<file path="src/hdl/lcg_step_distance_macros.svh">
// Assertion helpers shared by the modules of the step distance block.
// Each macro expects the clock aclk and the active-low reset aresetn in scope.
`ifndef LCG_STEP_DISTANCE_MACROS_SVH
`define LCG_STEP_DISTANCE_MACROS_SVH

// Consequent must hold in the cycle after the antecedent, outside reset.
`define LSD_ASSERT_NEXT(label, ante, cons, msg) \
    label: assert property (@(posedge aclk) disable iff (!aresetn) (ante) |=> (cons)) \
        else $error(msg);

// Consequent must hold in the same cycle as the antecedent, outside reset.
`define LSD_ASSERT_SAME(label, ante, cons, msg) \
    label: assert property (@(posedge aclk) disable iff (!aresetn) (ante) |-> (cons)) \
        else $error(msg);

// Like LSD_ASSERT_SAME but also checked while reset is applied.
`define LSD_ASSERT_ALWAYS(label, ante, cons, msg) \
    label: assert property (@(posedge aclk) (ante) |-> (cons)) \
        else $error(msg);

`endif

</file>
<file path="src/hdl/lsd_pkg.sv">
package lsd_pkg;

    localparam int WORD_W = 32;
    localparam int IDX_W  = $clog2(WORD_W);
    localparam int CFG_INDEX_W = 8;
    localparam int NUM_CELLS = WORD_W;

    typedef logic [WORD_W-1:0] word_t;
    typedef logic [CFG_INDEX_W-1:0] cfg_index_t;

    localparam word_t RESET_MULTIPLIER = 32'h41C6_4E6D;
    localparam word_t RESET_INCREMENT  = 32'h0000_6073;

    localparam cfg_index_t REG_MULTIPLIER = 8'd0;
    localparam cfg_index_t REG_INCREMENT  = 8'd1;

    // Everything an item carries from one cell to the next: the running state,
    // the target, the count built so far and the jump-ahead pair for this round.
    typedef struct packed {
        word_t s;
        word_t target;
        word_t count;
        word_t jm;
        word_t jc;
    } stage_t;

endpackage

</file>
<file path="src/hdl/lsd_cell.sv">
`include "lcg_step_distance_macros.svh"

module lsd_cell (
    input  logic                        aclk,
    input  logic                        aresetn,
    input  logic [lsd_pkg::IDX_W-1:0]   bit_idx,
    input  logic                        up_valid,
    output logic                        up_ready,
    input  lsd_pkg::stage_t             up_data,
    output logic                        dn_valid,
    input  logic                        dn_ready,
    output lsd_pkg::stage_t             dn_data
);
    import lsd_pkg::*;

    logic   valid_reg, valid_next;
    stage_t data_reg, data_next;
    logic   load;
    logic   differs;
    word_t  jump_s;

    // The cell frees up when it is empty or its content moves on this cycle.
    assign up_ready = !valid_reg || dn_ready;
    assign load     = up_valid && up_ready;

    always_comb begin
        differs   = up_data.s[bit_idx] ^ up_data.target[bit_idx];
        jump_s    = up_data.s * up_data.jm + up_data.jc;
        data_next = up_data;
        if (differs) begin
            data_next.s     = jump_s;
            data_next.count = up_data.count | (WORD_W'(1) << bit_idx);
        end
        // Double the jump for the next cell.
        data_next.jc = up_data.jc * (up_data.jm + WORD_W'(1));
        data_next.jm = up_data.jm * up_data.jm;
    end

    assign valid_next = up_ready ? up_valid : valid_reg;

    always_ff @(posedge aclk) begin
        if (!aresetn) begin
            valid_reg <= 1'b0;
        end else begin
            valid_reg <= valid_next;
        end
    end

    always_ff @(posedge aclk) begin
        if (load) begin
            data_reg <= data_next;
        end
    end

    assign dn_valid = valid_reg;
    assign dn_data  = data_reg;

    `LSD_ASSERT_NEXT(a_cell_hold, valid_reg && !dn_ready, valid_reg && $stable(data_reg), "cell lost or changed an item while stalled")
    `LSD_ASSERT_NEXT(a_cell_equal, load && (up_data.s == up_data.target), (data_reg.s == $past(up_data.s)) && (data_reg.count == $past(up_data.count)), "cell moved an item whose state already matched")
    `LSD_ASSERT_NEXT(a_cell_bits, load, ((data_reg.count ^ $past(up_data.count)) & ~(WORD_W'(1) << bit_idx)) == '0, "cell touched a count bit other than its own")

endmodule

</file>
<file path="config.mk">
export PLATFORM = sky130hd
export DESIGN_NAME = lsd_cell
export DESIGN_NICKNAME = d
export VERILOG_FILES = /design/src/hdl/lsd_pkg.sv /design/src/hdl/lsd_cell.sv
export VERILOG_INCLUDE_DIRS = /design/src /design/src/hdl
export SDC_FILE = /design/constraint.sdc
export NUM_CORES = 2
export LEC_CHECK = 0
export ABC_AREA = 0
export CAP_MARGIN = 20
export CORE_ASPECT_RATIO = 0.5
export CORE_MARGIN = 2
export CORE_UTILIZATION = 42
export DETAILED_ROUTE_END_ITERATION = 12
export DONT_BUFFER_PORTS = 1
export GPL_TIMING_DRIVEN = 0
export SLEW_MARGIN = 40
export SYNTH_ARGS = -nofsm -noshare
export SYNTH_HDL_FRONTEND = slang
export SYNTH_SLANG_ARGS = --single-unit
</file>
<file path="constraint.sdc">
create_clock -name aclk -period 18.2 [get_ports aclk]
set_input_delay 0.91 -clock aclk [delete_from_list [all_inputs] [get_ports aclk]]
set_output_delay 0.91 -clock aclk [all_outputs]
set_load 0.01 [all_outputs]
</file>
=== Yosys cells after proc, flatten, opt, wreduce, memory -nomap -nowiden ===
Index checks and enable logic that the tools add are counted.

* Flip-flop bits (word level): 161
* Input port bits: 169
* Output and inout bits: 162
* Word-level logic and storage cells: 24

* Add/subtract/negate cells: 2
* Multiply operators: 3
* Magnitude comparators: 1
* Shift operators: 1
* Muxes and demuxes: 6
* Bitwise gates (word level): 2
* Reductions and logical operators: 3

{| class="wikitable"
|+ Operators by type and width
! operator !! number
|-
| 32-bit by 32-bit multiplier with 32-bit output || 3
|-
| 32-bit two-way mux || 2
|-
| 32-bit by 1-bit adder with 32-bit output (second input constant) || 1
|-
| 32-bit adder || 1
|-
| 32-bit OR || 1
|-
| 1-bit by 5-bit << shifter with 32-bit output (first input constant) || 1
|-
| 1-bit binary-select mux with 5-bit select || 2
|-
| 5-bit by 6-bit < comparator with 1-bit output (second input constant) || 1
|-
| 1-bit two-way mux || 2
|-
| 1-bit logical AND || 1
|-
| 1-bit zero test || 1
|-
| 1-bit logical OR || 1
|-
| 1-bit bitwise XOR || 1
|}

=== Logic depth before layout (Yosys ltp) ===
* Depth after elaboration: 4
* Mapped depth: 35
* Mapped depth without buffers: 32

=== Worst setup path before layout ===
No wires, ideal clock.

* Kind: input to register
* Start: input up_data[34] in the netlist's numbering
* End: register data_reg, in the netlist dn_data[31], data pin
* Setup time: 0.260 ns
* Data arrival time: 8.464 ns
* Data required time: 17.940 ns
* Slack: 9.476 ns
* Stages: 32
* Path buffers: 2
* Path through: buf_2 > nand3_2 > nor4_4 > and2_2 > nand3_1 > xnor2_1 > clkbuf_1 > nand2_1 > fa_1 > inv_1 > fa_1 > inv_1 > fa_1 > inv_1 > fa_1 > inv_1 > fa_1 > inv_1 > fa_1 > fa_1 > fa_1 > xnor2_1 > xnor2_1 > xnor2_1 > xnor2_1 > xnor2_1 > xnor2_1 > xnor2_1 > xnor2_1 > xnor3_1 > xnor2_1 > xnor2_1

{| class="wikitable"
|+ RTL lines
! element !! RTL line !! source
|-
| from (decl) || lsd_cell.sv:9 || <nowiki>input lsd_pkg::stage_t up_data,</nowiki>
|-
| to (signal assigned) || lsd_cell.sv:51 || <nowiki>data_reg <= data_next;</nowiki>
|-
| to (decl) || lsd_cell.sv:17 || <nowiki>stage_t data_reg, data_next;</nowiki>
|}

==> results.py <==
metrics = {
    "run_status": {
        "status": "completed",
    },
    "yosys": {
        "synth_area_leaders": "fa_1 47%, inv_1 10%, edfxtp_1 9.2%, ha_1 9.1%, nand2_1 6.2%",
        "synth_area_sq_um": 51700,
        "synth_warnings": 0,
        "synth_top_cell_by_area": "fa_1",
        "ys_ff_latch": 160,
        "yosysTopAreaCellShare_pct": 47.16,
        "synthesis.instances": 5472,
        "avgSynthCellArea_sq_um": 9.448,
        "synth.distinct_cells": 65,
        "synthArstFlopShare_pct": 0,
        "synth_edf_count": 159,
        "syn_nets": 7233,
        "synthFlopType": "edfxtp_1",
        "yosysSeqAreaShare_pct": 9.274,
    },
    "critical_path": {
        "r2r_end": "dn_data[62]",
        "path_max_fanout": 10,
        "arrival_ns": 10.92,
        "critPathMostFrequentCell": "xnor2_1",
        "critPathLaunch": "up_data[47]",
        "critPathKind": "input port to flop",
        "r2r_slack_ns": 16.41,
        "slowest_delay_ns": 0.62,
        "critPathCaptureType": "flop",
        "r2r-start": "dn_valid",
        "r2r_cells": 4,
        "slowest_stage": "xnor2_1",
        "crit_end": "dn_data[31]",
        "cp-start-kind": "input port",
        "crit_required_ns": 18.49,
    },
    "cts": {
        "holdBufCountCts": 0,
        "cts.repair.resized": 0,
        "path_clk_slew_ns": 0.10,
        "cts.sinks": 160,
        "cts_setup_buffers": 0,
        "cts_buffers": 17,
        "clockRootBuffer": "clkbuf_16",
        "cts.path.max_buffers": 2,
        "cts_tree": "done",
        "clkLatencyLatePin_ns": 0.54,
        "h-tree-depth": 4,
    },
    "die": {
        "start_util_pct": 42.59,
        "rows": 90,
        "io_pins": 331,
        "fp.dieArea_sq_um": 126100,
        "die_h_um": 252.1,
        "core-area_sq_um": 121400,
        "die_x_um": 500.2,
    },
    "sta": {
        "report.final.setup_viol": 0,
        "fin_skew_ns": 0.02410,
        "worst_pin_slew_ns": 0.9684,
        "min_period_ns": 10.64,
        "hold_viol": 0,
        "report.final.slew_viol_count": 0,
        "fmax_mhz": 94.01,
        "fin_hold_ws_ns": 0.4754,
        "rsz0062_at_grt": "false",
        "fin_setup_tns_ns": 0,
        "period_share_pct": 58.44,
        "slew_headroom_pct": 35.00,
    },
    "drt": {
        "dr_total_vias": 38050,
        "antenna_left": 0,
        "drt_iter0_drc": 3607,
        "vias_per_cell": 5.325,
        "drc_errors": 0,
        "wl_per_cell_um": 25.17,
        "firstDrtPassIters": 6,
        "drt-total-wl_mm": 179.9,
    },
    "cells_and_area": {
        "nNetsFinal": 7260,
        "syn2layout_area_growth_pct": 5.704,
        "postLayoutCellArea_sq_um": 54650,
        "drive_gt1_share_pct": 3.882,
        "fillers": 11860,
    },
    "global_routing": {
        "track_usage_pct": 29.43,
        "grt_max_degree": 45,
        "grt_pass1_wl_mm": 267.7,
        "antenna_found_initial": 38,
        "grt-ovfl-total": 0,
        "grt_pass1_vias": 40730,
    },
    "run": {
        "max_cap_viol_count": 0,
    },
    "place": {
        "portBuffers": 0,
        "dpl_cell_area_sq_um": 53980,
        "detailed_place_hpwl_mm": 152.0,
        "gp_congestion": 0.9878,
    },
    "min_path": {
        "hold_class": "input port to flop",
    },
}
==> cell usage in the layout (no fill, tap or decap), drive strengths merged, types with 5 or more instances in the layout <==
master,n
a211oi,7
a21boi,5
a21o,54
a21oi,68
a31o,10
and2,310
and3,11
buf,38
clkbuf,240
clkinv,9
diode,24
edfxtp,159
fa,1218
ha,374
inv,1436
mux2,29
mux4,20
nand2,850
nand2b,14
nand3,19
nand4,14
nor2,207
nor2b,24
nor3,14
o21a,12
o21ai,25
o21bai,26
or3,6
xnor2,213
xor2,55
==> state kept, by name (all words and copies together), names as in the netlist <==
name / count
dn_valid: 1
dn_data: 159
==> metal layers <==
metal / up-vias / part of all wire (%) / global-route usage [%]
li1: 15910 / - / -
met1: 19970 / 40 / 39.05
met2: 1793 / 45 / 45.73
met3: 370 / 9.8 / 7.504
met4: 10 / 5.3 / 12.93
met5: - / 0.044 / 0
==> final cells by class <==
class / count / area (sq um) / area share (%)
Tap cell: 1610 / 2014 / 3.686
Antenna cell: 24 / 60.06 / 0.1099
Sequential cell: 160 / 4795 / 8.773
Buffer: 252 / 1049 / 1.919
Timing Repair Buffer: 8 / 117.6 / 0.2152
Clock buffer: 18 / 429.2 / 0.7853
Multi-Input combinational cell: 3628 / 40660 / 74.39
Clock inverter: 14 / 153.9 / 0.2816
Inverter: 1432 / 5375 / 9.835
==> critical path, delay by kind of cell <==
kind | cells | cell delay (ns)
XOR/XNOR | 12 | 3.41
adder cells (fa/ha/maj) | 8 | 4.06
buffers and inverters | 7 | 1.26
AND/OR/NAND/NOR | 5 | 1.22
==> worst min-delay path by stage <==
| stage | start | end | slack (ns) | depth (start not counted) |
|---|---|---|---|---|
| global route | up_data[127] | dn_data[127] | 0.45 | 0 |
| CTS | up_data[113] | dn_data[113] | 0.44 | 0 |
| global placement | dn_valid | dn_valid | 0.64 | 2 |
| detailed placement | dn_valid | dn_valid | 0.70 | 2 |
| finish | up_data[103] | dn_data[103] | 0.48 | 0 |
| floorplan | dn_valid | dn_valid | 0.61 | 2 |
==> Yosys cell counts (all sizes together) (2+ instances only) <==
master	n
nor4	2
a211oi	7
and4	3
and2	310
buf	30
o21bai	26
nand2b	14
a211o	4
a21o	54
o21ai	25
and3	11
nand3	19
ha	374
edfxtp	159
xnor2	213
nor2b	24
nor2	207
inv	1430
nor3	14
clkinv	2
a221oi	3
o21a	12
a21oi	68
xor2	55
mux2	29
nor3b	2
o211a	2
a41oi	3
a31o	10
nand2	850
or2	3
a21boi	5
o211ai	4
mux4	20
or3	6
nand4	14
fa	1218
o31ai	2
clkbuf	222
a31oi	3
o22ai	2
==> per-stage QoR <==
step	std cells	utilization [%]	setup WS (ns)
after CTS	7122	44.95	7.738
after global placement	7082	44.25	6.955
after global routing	7139	45.01	7.422
after detailed placement	7090	44.47	7.176
final	7146	45.02	7.563
after floorplan	5472	-	9.476
==> cell families after synthesis <==
kind of cell    count (synthesis)  synth area share, %
buf+inv                      1684                12.29
fa+ha+maj                    1592                56.21
simple gates                 1483                12.92
xor+xnor                      269                4.794
compound gates                234                3.003
flops                         160                9.274
mux                            49                1.503
other cells                     1             0.007253
Power is not shown: default switching activity piles up to over one toggle a cycle in this logic, so the estimate is an artifact.
