--- src/hdl/lcg_step_distance_macros.svh ---
// Assertion helpers shared by the modules of the step distance block.
// Each macro expects the clock aclk and the active-low reset aresetn in scope.
`ifndef LCG_STEP_DISTANCE_MACROS_SVH
`define LCG_STEP_DISTANCE_MACROS_SVH

// Consequent must hold in the cycle after the antecedent, outside reset.
`define LSD_ASSERT_NEXT(label, ante, cons, msg) \
    label: assert property (@(posedge aclk) disable iff (!aresetn) (ante) |=> (cons)) \
        else $error(msg);

// Consequent must hold in the same cycle as the antecedent, outside reset.
`define LSD_ASSERT_SAME(label, ante, cons, msg) \
    label: assert property (@(posedge aclk) disable iff (!aresetn) (ante) |-> (cons)) \
        else $error(msg);

// Like LSD_ASSERT_SAME but also checked while reset is applied.
`define LSD_ASSERT_ALWAYS(label, ante, cons, msg) \
    label: assert property (@(posedge aclk) (ante) |-> (cons)) \
        else $error(msg);

`endif

--- src/hdl/lsd_pkg.sv ---
package lsd_pkg;

    localparam int WORD_W = 32;
    localparam int IDX_W  = $clog2(WORD_W);
    localparam int CFG_INDEX_W = 8;
    localparam int NUM_CELLS = WORD_W;

    typedef logic [WORD_W-1:0] word_t;
    typedef logic [CFG_INDEX_W-1:0] cfg_index_t;

    localparam word_t RESET_MULTIPLIER = 32'h41C6_4E6D;
    localparam word_t RESET_INCREMENT  = 32'h0000_6073;

    localparam cfg_index_t REG_MULTIPLIER = 8'd0;
    localparam cfg_index_t REG_INCREMENT  = 8'd1;

    // Everything an item carries from one cell to the next: the running state,
    // the target, the count built so far and the jump-ahead pair for this round.
    typedef struct packed {
        word_t s;
        word_t target;
        word_t count;
        word_t jm;
        word_t jc;
    } stage_t;

endpackage

--- src/hdl/lsd_cfg.sv ---
module lsd_cfg (
    input  logic                 aclk,
    input  logic                 aresetn,
    input  logic                 cfg_valid,
    output logic                 cfg_ready,
    input  lsd_pkg::cfg_index_t  cfg_index,
    input  lsd_pkg::word_t       cfg_data,
    output lsd_pkg::word_t       multiplier,
    output lsd_pkg::word_t       increment
);
    import lsd_pkg::*;

    word_t mult_reg, mult_next;
    word_t inc_reg, inc_next;

    assign cfg_ready = 1'b1;

    always_comb begin
        mult_next = mult_reg;
        inc_next  = inc_reg;
        if (cfg_valid) begin
            case (cfg_index)
                REG_MULTIPLIER: mult_next = cfg_data;
                REG_INCREMENT:  inc_next  = cfg_data;
                default: ;
            endcase
        end
    end

    always_ff @(posedge aclk) begin
        if (!aresetn) begin
            mult_reg <= RESET_MULTIPLIER;
            inc_reg  <= RESET_INCREMENT;
        end else begin
            mult_reg <= mult_next;
            inc_reg  <= inc_next;
        end
    end

    assign multiplier = mult_reg;
    assign increment  = inc_reg;

endmodule

--- config.mk ---
export PLATFORM = sky130hd
export DESIGN_NAME = lsd_cfg
export DESIGN_NICKNAME = d
export VERILOG_FILES = /design/src/hdl/lcg_step_distance_macros.svh /design/src/hdl/lsd_pkg.sv /design/src/hdl/lsd_cfg.sv
export SDC_FILE = /design/constraint.sdc
export NUM_CORES = 1
export LEC_CHECK = 0
export BUFFER_PORTS_ARGS = -buffer_cell sky130_fd_sc_hd__buf_2
export CORE_MARGIN = 8
export CORE_UTILIZATION = 45
export CTS_BUF_LIST = sky130_fd_sc_hd__clkbuf_2 sky130_fd_sc_hd__clkbuf_4 sky130_fd_sc_hd__clkbuf_8
export CTS_CLUSTER_SIZE = 40
export DETAILED_ROUTE_END_ITERATION = 8
export GPL_TIMING_DRIVEN = 0
export PLACE_DENSITY = 0.87
export SKIP_LAST_GASP = 1
export SYNTH_ARGS = -nofsm -noshare
export SYNTH_HDL_FRONTEND = slang
export SYNTH_SLANG_ARGS = --single-unit
--- constraint.sdc ---
create_clock -name aclk -period 2.28 [get_ports aclk]
set_clock_uncertainty 0.15 [all_clocks]
set_input_delay 0.342 -clock aclk [delete_from_list [all_inputs] [get_ports aclk]]
set_output_delay 0.342 -clock aclk [all_outputs]
set_load 0.01 [all_outputs]
# Yosys cells after proc, flatten, opt, wreduce, memory -nomap -nowiden
# Index checks and enable logic that the tools add are counted.
# totals
in_bits	43
reg_bits	64
word_cells	6
output_inout_bits	65
# op_classes
eq_ne	1
n_reduce_logical	3
# op_table
cell	n
8-bit by 1-bit equality test with 1-bit output (second input constant)	1
8-bit logical NOT	1
2-bit AND reduction	2

# Logic depth before layout (Yosys ltp)
# Gate-level depths: netlist of run 1.
# depth
depth_word	2
ltp_mapped	5
ltp_nobuf	3

# Least setup slack after synthesis of run 1
# Ideal clock, no wire load.
# synth_path
path_kind	input port to flip-flop
start	in cfg_index[6]
end	reg inc_reg[27] (netlist: increment[27])
path_slack_ns	0.383
path_stages	5
arrival_time_ns	1.675
n_path_buf	2
t_required_ns	2.058
setup_ns	0.072
path_cell_list	or4b_1 > buf_2 > nor3_4 > buf_6 > mux2i_1
# synth_between
elab_chain_len	2
# synth_rtl
element	line_no	source
start, declared	lsd_cfg.sv:6	input lsd_pkg::cfg_index_t cfg_index,
8-bit by 1-bit equality test with 1-bit output	lsd_cfg.sv:22	case (cfg_index)
2-bit AND reduction (no source line)	n/a	
end signal, assigned	lsd_cfg.sv:36	inc_reg <= inc_next;
end, declared	lsd_cfg.sv:14	word_t inc_reg, inc_next;
# Every way passes these cells.
# A chain may end at the register's enable or synchronous reset.

# Worst setup path in the final report of run 1
# layout_path
start	in cfg_index[1]
end	reg mult_reg[12] (netlist: multiplier[12])
# layout_between
elab_chain_len	2
# layout_rtl
element	line_no	source
8-bit logical NOT	lsd_cfg.sv:22	
2-bit AND reduction (no source line)	n/a	
end signal, assigned	lsd_cfg.sv:35	mult_reg <= mult_next;
end, declared	lsd_cfg.sv:13	word_t mult_reg, mult_next;
# Every way passes these cells.

==> results of run 1 <==
cells in the final DEF, fill, tap and decap left out:
master,instances
nor4_1,14
o21ai_0,14
clkbuf_8,10
or4_1,1
mux2i_1,50
a31oi_1,14
inv_1,1
clkbuf_1,19
buf_2,106
buf_6,1
nor3_4,1
nor4_2,1
dfxtp_1,64
or4b_1,1
clkinvlp_4,1
clkinv_2,3
buf_4,3
nand2_1,70
nand3_2,1
nor3_2,1
nor2b_1,12
bufinv_16,2
conb_1,1
nor4b_2,1
power by group:
part           total (W)  internal, W  switching (W)
Sequential       0.00112      0.00112    0.000000685
Combinational   0.000128    0.0000477      0.0000802
Clock            0.00108     0.000639       0.000438
Total            0.00232      0.00181       0.000519
Yosys cell counts:
master,count
clkbuf_1,19
nor4_2,1
buf_6,1
nor2b_1,12
or4b_1,1
inv_1,1
or4_1,1
buf_4,3
mux2i_1,50
a31oi_1,14
nand3_2,1
o21ai_0,14
nor4b_2,1
nor3_2,1
nor4_1,14
buf_2,2
conb_1,1
nand2_1,70
dfxtp_1,64
nor3_4,1
routing by layer:
layer / routed length [microns] / global-route usage
met1: 3090 / 0.195
met2: 3460 / 0.287
met3: 635 / 0.0700
met4: 180 / 0.0914
met5: 0 / 0
tightest hold or removal path, delay by kind of cell:
| kind | cells | cell delay [ns] |
|---|---|---|
| buffers and inverters | 1 | 0.07 |
| muxes | 1 | 0.10 |
| and+or+nand+nor | 1 | 0.04 |
area by class of cell:
cell class                 instances  area (sq um)
tap                               72          90.1
inverter                           1          3.75
sequential                        64          1280
multi-input combinational        182          1170
clock inverter                     6          82.6
clock buffer                      10           138
timing repair buffer             104           520
buffer                            25           115
fill                             493          2110
through the flow:
step / std cells / total power (W) / worst slack, ns / hold WS [ns] / util
6_report: 464 / 0.00232 / 0.425 / 0.120 / 0.617
5_1_grt: 464 / 0.00241 / 0.309 / 0.107 / 0.617
4_1_cts: 464 / 0.00235 / 0.394 / 0.108 / 0.617
3_5_place_dp: 448 / 0.00127 / 0.0539 / 0.297 / 0.577
3_3_place_gp: 448 / 0.00127 / 0.0913 / 0.290 / 0.577
2_1_floorplan: 272 / 0.00121 / 0.383 / 0.329 / -
kinds of logic after synthesis:
logic type      count (synthesis)  synth area share
mux                            50             0.195
simple gates                  103             0.197
flops                          64             0.499
buf+inv                        26            0.0463
other cells                     1           0.00146
compound gates                 28            0.0614
path summary, 6_finish.rpt:
kind / slack [ns] / start / endpoint
worst max-delay path: 0.42 / cfg_index[1] / multiplier[12]
worst min-delay path: 0.12 / cfg_data[0] / increment[0]
worst max register to register: 1.43 / multiplier[2] / multiplier[2]
worst min register to register: 0.31 / increment[23] / increment[23]
sequential cells by signal (all words and copies together) (netlist names):
signal      flops
multiplier     32
increment      32
==> metrics, run 1 <==
cell area after layout 3400 sq um; vias in the first global route 2,475; CP cell instances buf_2, or4_1, clkbuf_1, nor3_2, buf_4, mux2i_1; crit path max fanout 10; Rows 27; CTS Buf Count 9; CP delay by family, top simple AND/OR/NAND/NOR gates; Cell variety after synth 20; H-Tree Depth 3; hold path cells 3; R2R depth 2; initial antenna violation count 0; clk_lat worst skew 0.33 ns; die area 8380 sq um; Area Growth Syn to Fin 32.3%; CP Buf/Inv Count 3; post-synth top area share 0.499; Max stage delay on crit path 0.52 ns; Worst-Margin Slew 0.659 ns; final net count 430; Post-CTS Setup Repair Bufs 0; Synth warnings 0; Clock Sinks 64; vias 2,366; P_leak 1.50 nW; CTS Hold Bufs 0; first-pass detailed-route iteration total 4; core area 5510 sq um; Slowest-stage cell, CP or4_1; CP endpoint kind register; fin crit share 0.814; HP Class primary input to register; RSZ-0062 raised after global routing no; Post-DRT Antenna Nets 0; sequential-to-total area share from yosys stat 0.499; final setup TNS 0 ns; startpoint types primary input; Wirelength per Cell 15.9 microns; maximum vdd drop 0.474 mV; MaxCap Viol Count 0; Chip Height 91.6 microns; Initial Util 0.466; synth top area cells dfxtp_1, mux2i_1, nand2_1, a31oi_1, nor4_1; placed wire-length estimate 5700 microns; Mean Syn Cell Area 9.44 sq um; total congestion overflow 0; cell count along the critical path 6; clock slew seen by the registers of the worst setup and hold paths 0.07 ns; Synth Cell Area 2570 sq um; required time of the critical path 2.39 ns; register bit total from synthesis 64; Final Hold Viols 0; CTS max path bufs 2; final worst path period need 1.86 ns; port buffer count 104; first-pass GRT wire length 11,900 microns; status complete, no violations; share of cells above drive strength 1 0.334; WS Path Type primary input to register; Data arrival, critical path 1.97 ns; worst-case headroom to the max-slew limit 0.557; DIE WIDTH 91.6 microns; top cell type by total area after synthesis dfxtp_1; largest net degree at the start of global routing 12; post-synth net total 315; synthesized netlist cell count 272; GRT Overall Usage 0.176; FMAX 0.539 GHz; max-slew violation count 0; drt drc 0; Power Density 684 nW/um^2; I/O pin count 108; Ant. Diodes 0; Final Setup Violations 0; Placer Congestion 0.868; CTS tree built; WL final 7360 microns; root buf cell clkbuf_8; vias per cell 5.10; DRT iter0 DRCs 149; post_cts resized 0; Placement Cell Area 3180 sq um
No activity file was read; power rests on OpenSTA's default activity.
==> inputs of run 2 (changes only) <==
Settings changed: ABC_AREA set to 1, PLACE_DENSITY 0.87 to 0.89.
Clock period 2.28 ns to 1.5 ns, I/O delays scaled along.
==> metrics, run 2 <==
port buffer count 105 (+0.96%); Power Density 942 nW/um^2 (+38%); max-slew violation count 0 (unchanged); Final Setup Violations 0 (unchanged); Ant. Diodes 0 (unchanged); async set or reset register ratio after synthesis 0 (unchanged); CTS max path bufs 2 (unchanged); required time of the critical path 1.55 ns (-0.84 ns); DRT iter0 DRCs 116 (-22%); CTS tree built; worst hold slack 0.0744 ns (-0.0456 ns); die area 8590 sq um (+2.5%); mux contribution to synthesized area 0 (-0.195); CTS Buf Count 9 (unchanged); first-pass detailed-route iteration total 4 (unchanged); most frequent cells in the layout buf_2, nor2_1, nand2_1; placed wire-length estimate 5930 microns (+4.2%); setup ws final 0.258 ns (-0.167 ns); top_reg_cell synth dfxtp_1; area of the multi-input gates 1090 sq um (-6.3%); Adder-Cell Fraction of Synth Area 0 (unchanged); largest net degree at the start of global routing 11 (-1); DIE WIDTH 92.7 microns (+1.2%); WS Path Type primary input to register; post-synthesis xor/xnor area fraction 0 (unchanged); number of flops mapped to enable cells by yosys 0 (unchanged); Chip Height 92.7 microns (+1.2%); Cell variety after synth 17 (-15%); status complete, no violations; Post-DRT Antenna Nets 0 (unchanged); fin crit share 0.828; vias 2,732 (+15%); P_leak 1.90 nW (+26%); FMAX 0.805 GHz; HP Class primary input to register; GRT Overall Usage 0.196 (+0.0199); H-Tree Depth 3 (unchanged); Mean Syn Cell Area 7.21 sq um (-24%); total congestion overflow 0 (unchanged); commonest non-fill, non-tap cell in the layout buf_2; share of cells above drive strength 1 0.292 (-0.0425); Area Growth Syn to Fin 37.6%; clock slew seen by the registers of the worst setup and hold paths 0.07 ns (about the same); R2R depth 2 (unchanged); cell area after layout 3640 sq um (+7.0%); root buf cell clkbuf_8; final net count 544 (+27%); initial antenna violation count 0 (unchanged); startpoint types primary input; simple-gate portion of the synthesized area 0.412 (+0.215); Clock Sinks 64 (unchanged); vias per cell 4.72 (-7.5%); Rows 28 (+3.7%); sequential cell area 1280 sq um (unchanged); Synth Area in Compound Gates 0 (-0.0614); MaxCap Viol Count 0 (unchanged); fillers 556 (+13%); Synth Cell Area 2650 sq um (+3.0%); drt drc 0 (unchanged); crit path max fanout 8 (-2); Wirelength per Cell 14.0 microns (-12%); Worst-Margin Slew 0.533 ns (-0.126 ns); post-synth net total 410 (+30%); RSZ-0062 raised after global routing no; I/O pin count 108 (unchanged); post-synth top area share 0.484 (-0.0144); Synth warnings 0 (unchanged); pre-CTS setup slack -0.0954 ns (-0.149 ns); synthesized netlist cell count 367 (+35%); final worst path period need 1.24 ns; Placement Cell Area 3260 sq um (+2.7%); WL final 8120 microns (+10%); largest family of logic cells by synthesized area simple AND/OR/NAND/NOR gates; Placer Congestion 0.795 (-8.4%); core area 5820 sq um (+5.6%); hold path cells 5 (+2); Commonest cells post-synth nand2_1, nor2_1, dfxtp_1, nand3_1, inv_1; CP endpoint kind register; first-pass GRT wire length 13,300 microns (+12%); clk_lat worst skew 0.33 ns (about the same); worst-case headroom to the max-slew limit 0.645 (+0.0879); sequential-to-total area share from yosys stat 0.484 (-0.0144); vias in the first global route 2,804 (+13%); register bit total from synthesis 64 (unchanged); Initial Util 0.455 (-0.0117); top cell type by total area after synthesis dfxtp_1; Data arrival, critical path 1.30 ns (-0.67 ns); Final Hold Viols 0 (unchanged); maximum vdd drop 0.691 mV (+46%); synth top area cells dfxtp_1, nand2_1, nor2_1, nand3_1, inv_1
-- run 2: metal layers --
layer | track usage | wire (microns)
met5 | 0 | 0
met4 | 0.0859 | 191
met3 | 0.0688 | 639
met2 | 0.349 | 4040
met1 | 0.204 | 3240
-- run 2: what timing repair did --
action	4_1_cts	5_1_grt
hold buffers	18	0
setup buffers	0	0
endpoints found under the hold margin	22	0
gates resized for setup	0	0
-- run 2: worst paths after layout --
check                           slack (ns)           from       endpoint
worst min-delay path                  0.07   cfg_data[25]  increment[25]
worst max register to register        0.76  increment[13]  increment[13]
worst min register to register        0.31   increment[5]   increment[5]
worst max-delay path                  0.26   cfg_index[4]  increment[13]
-- run 2: worst max-delay path: stages --
cell and delay [ns]:
buf_2 0.10, nor2_2 0.15, nand2_2 0.13, nor2_4 0.22
nand2_1 0.25, nand2_1 0.15, nand3_1 0.07
-- run 2: metrics by stage --
step                setup TNS (ns)  utilization  power, W  std cells
floorplan                        0            -   0.00185        367
global placement            -0.205        0.561   0.00195        547
detailed placement          -0.561        0.561   0.00196        547
CTS                              0        0.626   0.00346        579
global route                     0        0.626   0.00355        579
finish                           0        0.626   0.00343        579
-- run 2: kinds of logic (layout without fill, tap and decap cells) --
family	count (synthesis)	count (layout)
buffers and inverters	52	189
DFF	64	64
other	1	1
and+or+nand+nor	250	250
-- run 2: final cells by class --
type / count / share of cell area
inverter: 30 / 0.0309
clock buffer: 11 / 0.0416
buffer: 22 / 0.0430
timing repair buffer: 123 / 0.194
sequential: 64 / 0.352
tap: 75 / 0.0258
clock inverter: 3 / 0.0117
multi-input combinational: 251 / 0.301
-- run 2: where the power goes --
part | internal, W | switching (W) | total (W)
registers | 0.00170 | 0.00000184 | 0.00170
clock network | 0.000837 | 0.000636 | 0.00147
logic | 0.000109 | 0.000142 | 0.000251
total | 0.00265 | 0.000780 | 0.00343
